<file path="src/sv/atan2a_pkg.sv">
`default_nettype none
package atan2a_pkg;

	// input and magnitude widths
	localparam int SAMPLE_W = 16;
	localparam int MAG_W    = SAMPLE_W + 1;
	localparam int RATIO_W  = 16;

	// polynomial datapath width, Q1.24 terms
	localparam int POLY_W   = 25;
	localparam int PROD_W   = POLY_W + RATIO_W;

	// base angle in Q.29 and its divider remainder
	localparam int BASE_W   = 29;
	localparam int REM_W    = POLY_W + 1;
	localparam int ANGLE_W  = 32;
	localparam int OUT_W    = 16;

	// coefficients, round(c * 2^24)
	localparam logic [POLY_W-1:0] C1 = 25'd5;
	localparam logic [POLY_W-1:0] C2 = 25'd16776773;
	localparam logic [POLY_W-1:0] C3 = 25'd2473634;
	localparam logic [POLY_W-1:0] C4 = 25'd5200625;
	localparam logic [POLY_W-1:0] C5 = 25'd843924;
	localparam logic [POLY_W-1:0] C6 = 25'd2467994;
	localparam logic [POLY_W-1:0] C7 = 25'd10812313;
	localparam logic [POLY_W-1:0] ONE_Q24 = 25'd16777216;

	localparam logic signed [ANGLE_W-1:0] PI_Q29      = 32'sd1686629713;
	localparam logic signed [ANGLE_W-1:0] HALF_PI_Q29 = 32'sd843314857;
	localparam logic [OUT_W-1:0]          PI_Q13      = 16'd25736;

	// total cycles from accepted start to done
	localparam int LATENCY = 52;

	// octant and quadrant flags that travel with each item
	typedef struct packed {
		logic swap;
		logic xneg;
		logic yneg;
	} oct_t;

endpackage
`default_nettype wire

</file>
<file path="src/sv/atan2a_quot.sv">
`default_nettype none
module atan2a_quot (
	input  wire logic                          clk,
	input  wire logic                          arst_n,
	input  wire logic                          in_v,
	input  wire logic [atan2a_pkg::POLY_W-1:0] num,
	input  wire logic [atan2a_pkg::POLY_W-1:0] den,
	input  wire atan2a_pkg::oct_t              oct_in,
	output logic                               out_v,
	output logic [atan2a_pkg::BASE_W-1:0]      base,
	output atan2a_pkg::oct_t                   oct_out
);
	import atan2a_pkg::*;

	localparam int STEPS = BASE_W;

	logic              v_s   [0:STEPS];
	logic [REM_W-1:0]  rem_s [0:STEPS];
	logic [POLY_W-1:0] den_s [0:STEPS];
	logic [BASE_W-1:0] q_s   [0:STEPS];
	oct_t              oct_s [0:STEPS];

	// num < den always holds, so each step yields one quotient bit
	assign v_s[0]   = in_v;
	assign rem_s[0] = {1'b0, num};
	assign den_s[0] = den;
	assign q_s[0]   = '0;
	assign oct_s[0] = oct_in;

	for (genvar i = 1; i <= STEPS; i++) begin : g_step
		logic [REM_W:0] sh;
		logic           ge;
		assign sh = {rem_s[i-1], 1'b0};
		assign ge = sh >= {2'b00, den_s[i-1]};

		always_ff @(posedge clk or negedge arst_n) begin
			if (!arst_n) begin
				v_s[i] <= 1'b0;
			end else begin
				v_s[i] <= v_s[i-1];
			end
		end

		always_ff @(posedge clk) begin
			rem_s[i] <= ge ? REM_W'(sh - {2'b00, den_s[i-1]}) : sh[REM_W-1:0];
			q_s[i]   <= {q_s[i-1][BASE_W-2:0], ge};
			den_s[i] <= den_s[i-1];
			oct_s[i] <= oct_s[i-1];
		end
	end

	assign out_v   = v_s[STEPS];
	assign base    = q_s[STEPS];
	assign oct_out = oct_s[STEPS];

endmodule
`default_nettype wire
</file>
<file path="config.mk">
export PLATFORM = sky130hd
export DESIGN_NAME = atan2a_quot
export DESIGN_NICKNAME = d
export VERILOG_FILES = /design/src/sv/atan2a_pkg.sv /design/src/sv/atan2a_quot.sv
export SDC_FILE = /design/constraint.sdc
export NUM_CORES = 2
export LEC_CHECK = 0
export BUFFER_PORTS_ARGS = -buffer_cell sky130_fd_sc_hd__clkbuf_2
export CAP_MARGIN = 20
export CORE_ASPECT_RATIO = 0.75
export CORE_UTILIZATION = 35
export CTS_CLUSTER_DIAMETER = 30
export CTS_CLUSTER_SIZE = 40
export DETAILED_ROUTE_END_ITERATION = 8
export GPL_ROUTABILITY_DRIVEN = 0
export GPL_TIMING_DRIVEN = 0
export SLEW_MARGIN = 20
export SYNTH_ARGS = -nofsm -noshare
export SYNTH_HDL_FRONTEND = slang
export SYNTH_SLANG_ARGS = --single-unit
</file>
<file path="constraint.sdc">
create_clock -name clk -period 10.9 [get_ports clk]
set_clock_uncertainty 0.2 [all_clocks]
set_input_delay 2.18 -clock clk [delete_from_list [all_inputs] [get_ports clk]]
set_output_delay 2.18 -clock clk [all_outputs]
set_load 0.01 [all_outputs]
</file>
==> flow_summary_export.csv <==
group,metric,value,unit
setup_path,path_buf_inv,3,
floorplanning,core.rowCount,156,
floorplanning,io_pins,89,
pwr,p_leak,46.24,nW
routing,num_vias,65310,
placement,portBuffers,88,
routing,drt-total-wl,209.9,mm
setup_path,max_stage_delay,540,ps
clocking,cts.sinks,1979,
setup_path,critPathKind,"primary input to flop",
synthesis,yosys-top-cells-area,"dfxtp_1 (46%), ha_1 (11%), a21oi_1 (4.1%)",
global_route,antenna_found_initial,5,
clocking,cts_setup_buffers,0,
setup_path,path_cells,"clkbuf_2 > inv_1 > ha_1 > nor2b_1 > o31a_1 > o41a_1 > o211ai_1 > a21o_1 > a31oi_1 > or3_1 > a21oi_1 > clkbuf_1 > o21ai_0",
clocking,htree_levels,5,
timing,finalSetupViolCount,0,
synthesis,synthArstFlopShare,1.465,%
flow_run,cap_violations,0,
synthesis,synth_nets,9873,
layout,final_nets,10310,
setup_path,reg2reg_slack,6300,ps
synthesis,syn_area_per_cell,9.461,µm²
timing,drv_slew,0,
clocking,cts_buffers,343,
global_route,track_usage,16.62,%
synthesis,ys_warn_count,0,
routing,antenna_left,0,
layout,area_growth,19.24,%
synthesis,ys.flop_type,"dfxtp_1",
timing,finalHoldViolCount,0,
timing,holdWs,114.9,ps
setup_path,crit_family,"compound AO/OA/AOI/OAI gates",
floorplanning,die_area,247000,µm²
floorplanning,die_x,573.6,µm
clocking,cts_tree,"yes",
synthesis,syn_area,85760,µm²
timing,fin_crit,5055,ps
timing,rsz0062_at_grt,"no",
placement,hpwlAfterDp,161.3,mm
synthesis,yosys.area.top_type_share,45.52,%
timing,setup_tns,0,ps
timing,slew_headroom,29.67,%
synthesis,synth_area_leader_cell,"dfxtp_1",
synthesis,syn_inst,9065,
setup_path,path_max_fanout,10,
clocking,ctsHoldBuffers,0,
global_route,grt_pass1_wl,337.1,mm
timing,tightest_slew,1048,ps
setup_path,startpoint_type,"primary input",
min_path,hold_path.class,"flop to flop",
synthesis,ys_seq_elements,1979,
global_route,grt_overflow_total,0,
clocking,clk_pin_slew_worst_paths,50,ps
global_route,first_global_vias,63800,
routing,drtPass1Iterations,6,
floorplanning,core_region_area,242200,µm²
pwr,power,37.36,mW
pwr,powerDensity,365.3,nW/µm²
clocking,cts_resized,0,
synthesis,synthDistinctLibCells,93,
clocking,clock_path_buffers,4,
timing,fmax,197.8,MHz
setup_path,arrival,5560,ps
routing,drc,0,
pwr,ir_worst_vdd,158.1,µV
routing,viasPerCell,5.018,
clocking,insertion_delay,860,ps
setup_path,slowest_stage,"clkbuf_1",
synthesis,synth-edff-count,0,
setup_path,cp.required,11410,ps
routing,drt-initial-drc-count,5027,
clocking,cts_root_buffer,"clkbuf_16",
setup_path,crit_path_end_kind,"flop",
global_route,grt_max_degree,30,
synthesis,ys_seq_area_share,46.36,%
routing,routedWlPerCell,16.13,µm
timing,fin_crit_sh,46.37,%
status,status,"finished, final reports clean",
layout,drive_gt1_share,10.63,%
floorplanning,die_h,430.7,µm
floorplanning,start_util,35.41,%
-- cell usage after synthesis, drive strengths merged (18+ instances only) --
cell type / instances
a31o: 26
and3: 54
dfrtp: 29
inv: 912
o21a: 102
a211o: 20
buf: 62
a221oi: 18
a211oi: 53
or3: 37
nand2b: 92
nor4: 29
o31ai: 40
nand2: 684
nor2: 430
o21bai: 91
a21boi: 18
or2: 33
nor3: 123
a41oi: 19
a21oi: 698
clkbuf: 200
a31oi: 80
nand3: 139
xor2: 261
dfxtp: 1950
fa: 28
nor2b: 95
mux2: 203
o21ai: 689
xnor2: 343
o211ai: 36
nand4: 120
ha: 724
a2111oi: 29
a21o: 352
and2: 36
-- stage by stage --
stage | instance area [µm²] | setup WS (ps) | util, % | instances
after global placement | 90260 | 5124 | 37.26 | 12390
after detailed placement | 90260 | 5059 | 37.26 | 12390
after CTS | 102200 | 5984 | 42.21 | 13010
final | 102300 | 5845 | 42.22 | 13020
after global routing | 102300 | 5642 | 42.22 | 13020
after floorplan | 85760 | 5732 | - | 9065
-- layer usage --
| layer | wire length (µm) | vias up | share of wire [%] | GRT usage (%) |
|---|---|---|---|---|
| met5 | 13 | - | 0.0062 | 0 |
| met2 | 87180 | 2089 | 42 | 24.84 |
| met4 | 5217 | 2 | 2.5 | 5.121 |
| met3 | 17620 | 378 | 8.4 | 4.318 |
| li1 | - | 32250 | - | - |
| met1 | 99870 | 30600 | 48 | 23.25 |
-- cells in the final DEF, fill, tap and decap left out, types with 54 or more instances in the layout --
master / count
a21o_1: 351
a21oi_1: 697
a31oi_1: 79
and3_1: 54
clkbuf_1: 215
clkbuf_16: 353
clkbuf_2: 88
dfxtp_1: 1950
ha_1: 724
inv_1: 912
mux2_2: 185
nand2_1: 684
nand2b_1: 92
nand3_1: 139
nand4_1: 120
nor2_1: 429
nor2b_1: 95
nor3_1: 123
o21a_1: 102
o21ai_0: 683
o21bai_1: 91
xnor2_1: 343
xor2_1: 261
-- final cells by class --
class / count / area, µm²
Antenna cell: 1 / 2.502
Buffer: 262 / 1150
Clock buffer: 397 / 9289
Clock inverter: 225 / 2703
Fill cell: 23210 / 140000
Inverter: 912 / 3423
Multi-Input combinational cell: 5912 / 41440
Sequential cell: 1979 / 39760
Tap cell: 3239 / 4053
Timing Repair Buffer: 88 / 440.4
-- report_power, final --
part / switching, mW / total [mW] / leakage [nW] / internal, mW
combinational: 8.83 / 15.4 / 23.8 / 6.61
sequential: 1.29 / 11.0 / 16.7 / 9.74
clock: 3.84 / 10.9 / 5.75 / 7.04
total: 14.0 / 37.4 / 46.2 / 23.4
-- worst paths after layout --
check | start | end | depth (start not counted)
max | den[2] | g_step[2].sh[25] | 13
max reg2reg | den_s[404] | g_step[15].sh[18] | 13
max in group asynchronous | arst_n | v_s[28] | 1
min reg2reg | q_s[327] | q_s[299] | 0
min in group asynchronous | arst_n | v_s[1] | 1
min | q_s[327] | q_s[299] | 0
-- state kept, by name (all words and copies together), names as in the netlist --
register and flops:
out_v 1, v_s 28, q_s 406, base 29, oct_s 84, den_s 700, oct_out 3, g_step.sh 728
-- logic make-up (layout without fill, tap and decap cells) --
group / Yosys count / in the layout / share of synthesized area (%)
compound gates: 2412 / 2412 / 17.46
xor+xnor: 604 / 604 / 6.168
fa+ha+maj: 752 / 752 / 11.22
buf+inv: 1174 / 1884 / 5.332
flops: 1979 / 1979 / 46.36
mux: 211 / 211 / 2.838
other cells: 0 / 1 / 0
simple gates: 1933 / 1933 / 10.62
-- worst reg2reg max path, cell delays in order, from the launching register on --
cell       delay [ps]
dfxtp_1           350
inv_1              50
ha_1              350
a21oi_1           270
nor3b_1           380
a21oi_1           190
o2111ai_1         360
nand4_1           250
a31oi_1           460
o21ba_2           220
clkbuf_1          560
buf_1             630
nand2_1           120
o21ai_0           130
(Power assumes the default switching activity.)
