### src/sv/atan2a_pkg.sv
`default_nettype none
package atan2a_pkg;

	// input and magnitude widths
	localparam int SAMPLE_W = 16;
	localparam int MAG_W    = SAMPLE_W + 1;
	localparam int RATIO_W  = 16;

	// polynomial datapath width, Q1.24 terms
	localparam int POLY_W   = 25;
	localparam int PROD_W   = POLY_W + RATIO_W;

	// base angle in Q.29 and its divider remainder
	localparam int BASE_W   = 29;
	localparam int REM_W    = POLY_W + 1;
	localparam int ANGLE_W  = 32;
	localparam int OUT_W    = 16;

	// coefficients, round(c * 2^24)
	localparam logic [POLY_W-1:0] C1 = 25'd5;
	localparam logic [POLY_W-1:0] C2 = 25'd16776773;
	localparam logic [POLY_W-1:0] C3 = 25'd2473634;
	localparam logic [POLY_W-1:0] C4 = 25'd5200625;
	localparam logic [POLY_W-1:0] C5 = 25'd843924;
	localparam logic [POLY_W-1:0] C6 = 25'd2467994;
	localparam logic [POLY_W-1:0] C7 = 25'd10812313;
	localparam logic [POLY_W-1:0] ONE_Q24 = 25'd16777216;

	localparam logic signed [ANGLE_W-1:0] PI_Q29      = 32'sd1686629713;
	localparam logic signed [ANGLE_W-1:0] HALF_PI_Q29 = 32'sd843314857;
	localparam logic [OUT_W-1:0]          PI_Q13      = 16'd25736;

	// total cycles from accepted start to done
	localparam int LATENCY = 52;

	// octant and quadrant flags that travel with each item
	typedef struct packed {
		logic swap;
		logic xneg;
		logic yneg;
	} oct_t;

endpackage
`default_nettype wire

### src/sv/atan2a_ratio.sv
`default_nettype none
module atan2a_ratio (
	input  wire logic                               clk,
	input  wire logic                               arst_n,
	input  wire logic                               in_v,
	input  wire logic signed [atan2a_pkg::SAMPLE_W-1:0] y,
	input  wire logic signed [atan2a_pkg::SAMPLE_W-1:0] x,
	output logic                                    out_v,
	output logic [atan2a_pkg::RATIO_W-1:0]          ratio,
	output atan2a_pkg::oct_t                        oct
);
	import atan2a_pkg::*;

	localparam int STEPS = RATIO_W;

	logic [MAG_W-1:0] ay, ax;
	logic             yneg, xneg;

	// stage 0 holds min/max, stages 1..STEPS are one quotient bit each
	logic             v_s    [0:STEPS];
	logic [MAG_W-1:0] rem_s  [0:STEPS];
	logic [MAG_W-1:0] mx_s   [0:STEPS];
	logic [RATIO_W-1:0] q_s  [0:STEPS];
	logic             fz_s   [0:STEPS];
	logic             sat_s  [0:STEPS];
	oct_t             oct_s  [0:STEPS];

	assign yneg = y[SAMPLE_W-1];
	assign xneg = x[SAMPLE_W-1];
	assign ay = yneg ? (MAG_W'(0) - {y[SAMPLE_W-1], y}) : {1'b0, y};
	assign ax = xneg ? (MAG_W'(0) - {x[SAMPLE_W-1], x}) : {1'b0, x};

	always_ff @(posedge clk or negedge arst_n) begin
		if (!arst_n) begin
			v_s[0] <= 1'b0;
		end else begin
			v_s[0] <= in_v;
		end
	end

	always_ff @(posedge clk) begin
		mx_s[0]  <= (ay > ax) ? ay : ax;
		rem_s[0] <= (ay > ax) ? ax : ay;
		q_s[0]   <= '0;
		fz_s[0]  <= (ay == '0) && (ax == '0);
		sat_s[0] <= (ay == ax);
		oct_s[0] <= '{swap: (ay > ax), xneg: xneg, yneg: yneg};
	end

	for (genvar i = 1; i <= STEPS; i++) begin : g_step
		logic [MAG_W:0] sh;
		logic           ge;
		assign sh = {rem_s[i-1], 1'b0};
		assign ge = sh >= {1'b0, mx_s[i-1]};

		always_ff @(posedge clk or negedge arst_n) begin
			if (!arst_n) begin
				v_s[i] <= 1'b0;
			end else begin
				v_s[i] <= v_s[i-1];
			end
		end

		always_ff @(posedge clk) begin
			rem_s[i] <= ge ? MAG_W'(sh - {1'b0, mx_s[i-1]}) : sh[MAG_W-1:0];
			q_s[i]   <= {q_s[i-1][RATIO_W-2:0], ge};
			mx_s[i]  <= mx_s[i-1];
			fz_s[i]  <= fz_s[i-1];
			sat_s[i] <= sat_s[i-1];
			oct_s[i] <= oct_s[i-1];
		end
	end

	// both zero gives 0, equal magnitudes saturate just below 1.0
	assign out_v = v_s[STEPS];
	assign oct   = oct_s[STEPS];
	assign ratio = fz_s[STEPS]  ? '0 :
	               sat_s[STEPS] ? '1 : q_s[STEPS];

endmodule
`default_nettype wire

### config.mk
export PLATFORM = sky130hd
export DESIGN_NAME = atan2a_ratio
export DESIGN_NICKNAME = d
export VERILOG_FILES = /design/src/sv/atan2a_pkg.sv /design/src/sv/atan2a_ratio.sv
export SDC_FILE = /design/constraint.sdc
export NUM_CORES = 1
export LEC_CHECK = 0
export CAP_MARGIN = 10
export CORE_MARGIN = 4
export CORE_UTILIZATION = 40
export DETAILED_ROUTE_END_ITERATION = 10
export DONT_BUFFER_PORTS = 1
export GPL_ROUTABILITY_DRIVEN = 0
export PLACE_DENSITY = 0.54
export SYNTH_ARGS = -nofsm -noshare
export SYNTH_HDL_FRONTEND = slang
export SYNTH_SLANG_ARGS = --single-unit
### constraint.sdc
create_clock -name clk -period 2.86 [get_ports clk]
set_input_delay 0.286 -clock clk [delete_from_list [all_inputs] [get_ports clk]]
set_output_delay 0.286 -clock clk [all_outputs]
set_load 0.03 [all_outputs]
==> flow_summary.ini <==
[outcome]
status = finished, violations left
violations = hold timing

[power_and_ir_drop]
clockPowerShare_pct = 20.5
p_leak_nw = 17.7
power_density_mw_per_mm2 = 1460
intPower_mw = 36.3
seqPwrFrac_pct = 30.1
vdd_drop_max_mv = 0.576
netSwitchingFraction_pct = 36.4
p_total_mw = 57.1
power.switching_mw = 20.8
p_comb_share_pct = 49.3

[floorplan]
core_area_mm2 = 0.0809
die_w_um = 295
die_area_mm2 = 0.0868
rows = 104
start_util_pct = 40.6
dieHeight_um = 295
num_io_pins = 55

[timing]
tightest_slew_ns = 1.07
min_period_over_period_pct = 97.9
setup_viol_count_final = 0
rsz0062_at_grt = true
relSlewSlack_pct = 28.9
fin_worst_skew_ns = 0.0339
final_max_slew_viol_count = 0
hold_viol_final = 2
holdWs_ns = -0.219
max_freq_ghz = 0.357
fin_crit_ns = 2.80

[logic_synthesis]
ys_ff_latch = 782
synthTopCellsByArea = dfxtp_1 (47%), ha_1 (11%), mux2_2 (4.7%)
synth.distinct_cells = 77
yosysTopAreaCell = dfxtp_1
ys_async_sr_fraction_pct = 2.17
ys_warn_count = 0
ys.flop_type = dfxtp_1
synth_edf_count = 0
syn_inst = 3259
synth_top_cells_by_count = dfxtp_1 (765), inv_1 (360), ha_1 (289), nor2_1 (232), a21oi_1 (226)
ys_seq_area_share_pct = 47.9
synth_area_mm2 = 0.0328
synth_top_area_share_pct = 46.6
syn_avg_cell_area_um2 = 10.1
synth_most_common_cell = dfxtp_1

[final_layout]
fin_nets = 3829
area_growth_pct = 19.1
final_core_util_pct = 48.3
num_antenna_cells = 0
design_area_mm2 = 0.0391
fillers = 7445
stdcell_count = 4619
drive_above_1_share_pct = 15.2

[global_route]
grt_pass1_wl_um = 114000
grt_use_met1_pct = 20.6
grt_pass1_vias = 23000
antenna_found_initial = 0
grt_use_met3_pct = 2.82
grt_max_degree = 29
busiest_layer = met2
track_usage_pct = 15.9
use_met2_pct = 27.1
gr-total-overflow = 0

[worst_setup_path]
slowest_delay_ns = 0.40
worstSetupPathType = register to register
critPathMaxFanout = 5
worst_path_max_delay_cell = dfxtp_1
cp-start-kind = register
critPathArrivalTime_ns = 3.29
end_kind = register
worstPathRequired_ns = 3.35
worstPathCellList = fa_2 > nor2b_4 > o31a_1 > o21ai_2 > a21boi_2 > o31ai_2 > a21oi_2 > a2111oi_4 > buf_4 > clkbuf_16 > mux2_2

[job]
maxCapViolations = 0

[clocking]
postCtsHoldBufs = 24
clk-insertion-delay-late_ns = 0.63
cts_tree = done
clockRootBuffer = clkbuf_16
clockBufferDepth = 3
clk_pin_slew_ns = 0.06
numCtsBuffers = 84
h-tree-depth = 3
cts_sinks = 782

[drt]
wirelength_um = 70200
viasPerCell = 4.99
vias = 23100
drc = 0
wl_per_cell_um = 15.2
drtIter0Drc = 1075
drtPass1Iterations = 5
ant_nets = 0

[hold_path]
hp-class = primary input to register

[placement]
numPortBuffers = 0
dp_hpwl_um = 53800
dp_cells = 4426
placed_cell_area_mm2 = 0.0353
layout by cell type, fill, tap and decap left out, types with 15 or more instances in the layout:
| master | count |
|---|---|
| a211oi_1 | 22 |
| a21boi_0 | 16 |
| a21o_1 | 80 |
| a21oi_1 | 221 |
| a31oi_1 | 27 |
| and2_1 | 20 |
| buf_4 | 160 |
| bufinv_16 | 15 |
| clkbuf_16 | 90 |
| dfrtp_1 | 17 |
| dfxtp_1 | 758 |
| dlygate4sd3_1 | 24 |
| ha_1 | 286 |
| inv_1 | 358 |
| mux2_2 | 137 |
| mux2i_1 | 30 |
| nand2_1 | 115 |
| nand2b_1 | 25 |
| nand3_1 | 43 |
| nand4_1 | 39 |
| nor2_1 | 231 |
| nor2b_1 | 44 |
| nor3_1 | 28 |
| nor4_1 | 16 |
| o21a_1 | 65 |
| o21ai_0 | 124 |
| o21bai_1 | 20 |
| o31a_1 | 16 |
| o31ai_1 | 21 |
| xnor2_1 | 130 |
| xor2_1 | 73 |
worst paths after layout:
| path | startpoint | endpoint | slack, ns | cells past startpoint |
|---|---|---|---|---|
| worst max-delay path | mx_s[0][102] | rem_s[0][135] | 0.06 | 11 |
| worst min-delay path | y[0] | rem_s[0][0] | -0.22 | 2 |
| worst max register to register | mx_s[0][102] | rem_s[0][135] | 0.06 | 11 |
| worst min register to register | q_s[4][0] | q_s[5][1] | 0.30 | 0 |
| max in group asynchronous | arst_n | v_s[7] | 2.24 | 1 |
| min in group asynchronous | arst_n | v_s[14] | 0.15 | 1 |
power groups by stage:
stage                     combinational [mW]  clock [mW]  sequential (mW)
after floorplan                         20.9           0             16.4
after global placement                  26.5           0             17.5
after detailed placement                27.1           0             17.5
after CTS                               27.5        12.1             17.3
after global routing                    31.4        12.5             17.6
final                                   28.2        11.7             17.2
registers in the layout (all words and copies together), names as in the netlist:
| signal | cells |
|---|---|
| oct_s | 51 |
| v_s | 16 |
| out_v | 1 |
| mx_s | 272 |
| fz_s | 17 |
| sat_s | 17 |
| rem_s | 272 |
| q_s | 136 |
layout make-up:
cell class | count | area (um^2) | share of cell area, %
clock inverters | 43 | 688 | 1.76
repair buffers | 201 | 1780 | 4.55
inverters | 360 | 1350 | 3.45
flip-flops and latches | 782 | 15700 | 40.3
multi-input cells | 2061 | 15800 | 40.4
clock buffers | 112 | 2410 | 6.16
well taps | 1060 | 1330 | 3.39
through the flow:
| step | setup TNS, ns | setup WS (ns) |
|---|---|---|
| 2_1_floorplan | -7.55 | -0.298 |
| 3_3_place_gp | -11.50 | -0.385 |
| 3_5_place_dp | -15.62 | -0.478 |
| 4_1_cts | 0 | 0.00514 |
| 5_1_grt | -0.306 | -0.0585 |
| 6_report | 0 | 0.0608 |
critical path, delay by kind of cell, from the launching register on:
kind | cells | cell delay [ns]
mux | 1 | 0.32
flops | 1 | 0.40
simple gates | 1 | 0.05
buf+inv | 2 | 0.36
compound gates | 6 | 1.27
fa+ha+maj | 1 | 0.27
timing repair:
| item | CTS | global route |
|---|---|---|
| endpoints found under the setup margin | 79 | 217 |
| gates resized for setup | 10 | 64 |
| gates cloned | 0 | 4 |
| buffers inserted | 3 | 7 |
| hold endpoints to repair | 41 | 2 |
| pin swaps | 1 | 26 |
per-layer routing:
metal	routed length, um	vias to the layer above	share of wire, %
met4	1680	0	2.4
met3	2690	115	3.8
li1	-	11700	-
met5	0	-	0
met1	32400	10800	46
met2	33500	384	48
kinds of logic (layout without fill, tap and decap cells):
group	Yosys count	after routing	share of synthesized area [%]
XOR/XNOR	204	204	5.44
AO/OA/AOI/OAI	751	751	14.8
AND/OR/NAND/NOR	623	623	9.11
buffers and inverters	418	716	4.91
multiplexers	175	175	5.89
other	2	4	0.0229
flip-flops	782	782	47.9
adder cells (fa/ha/maj)	304	304	11.9
Power figures use the tool's default switching activity.
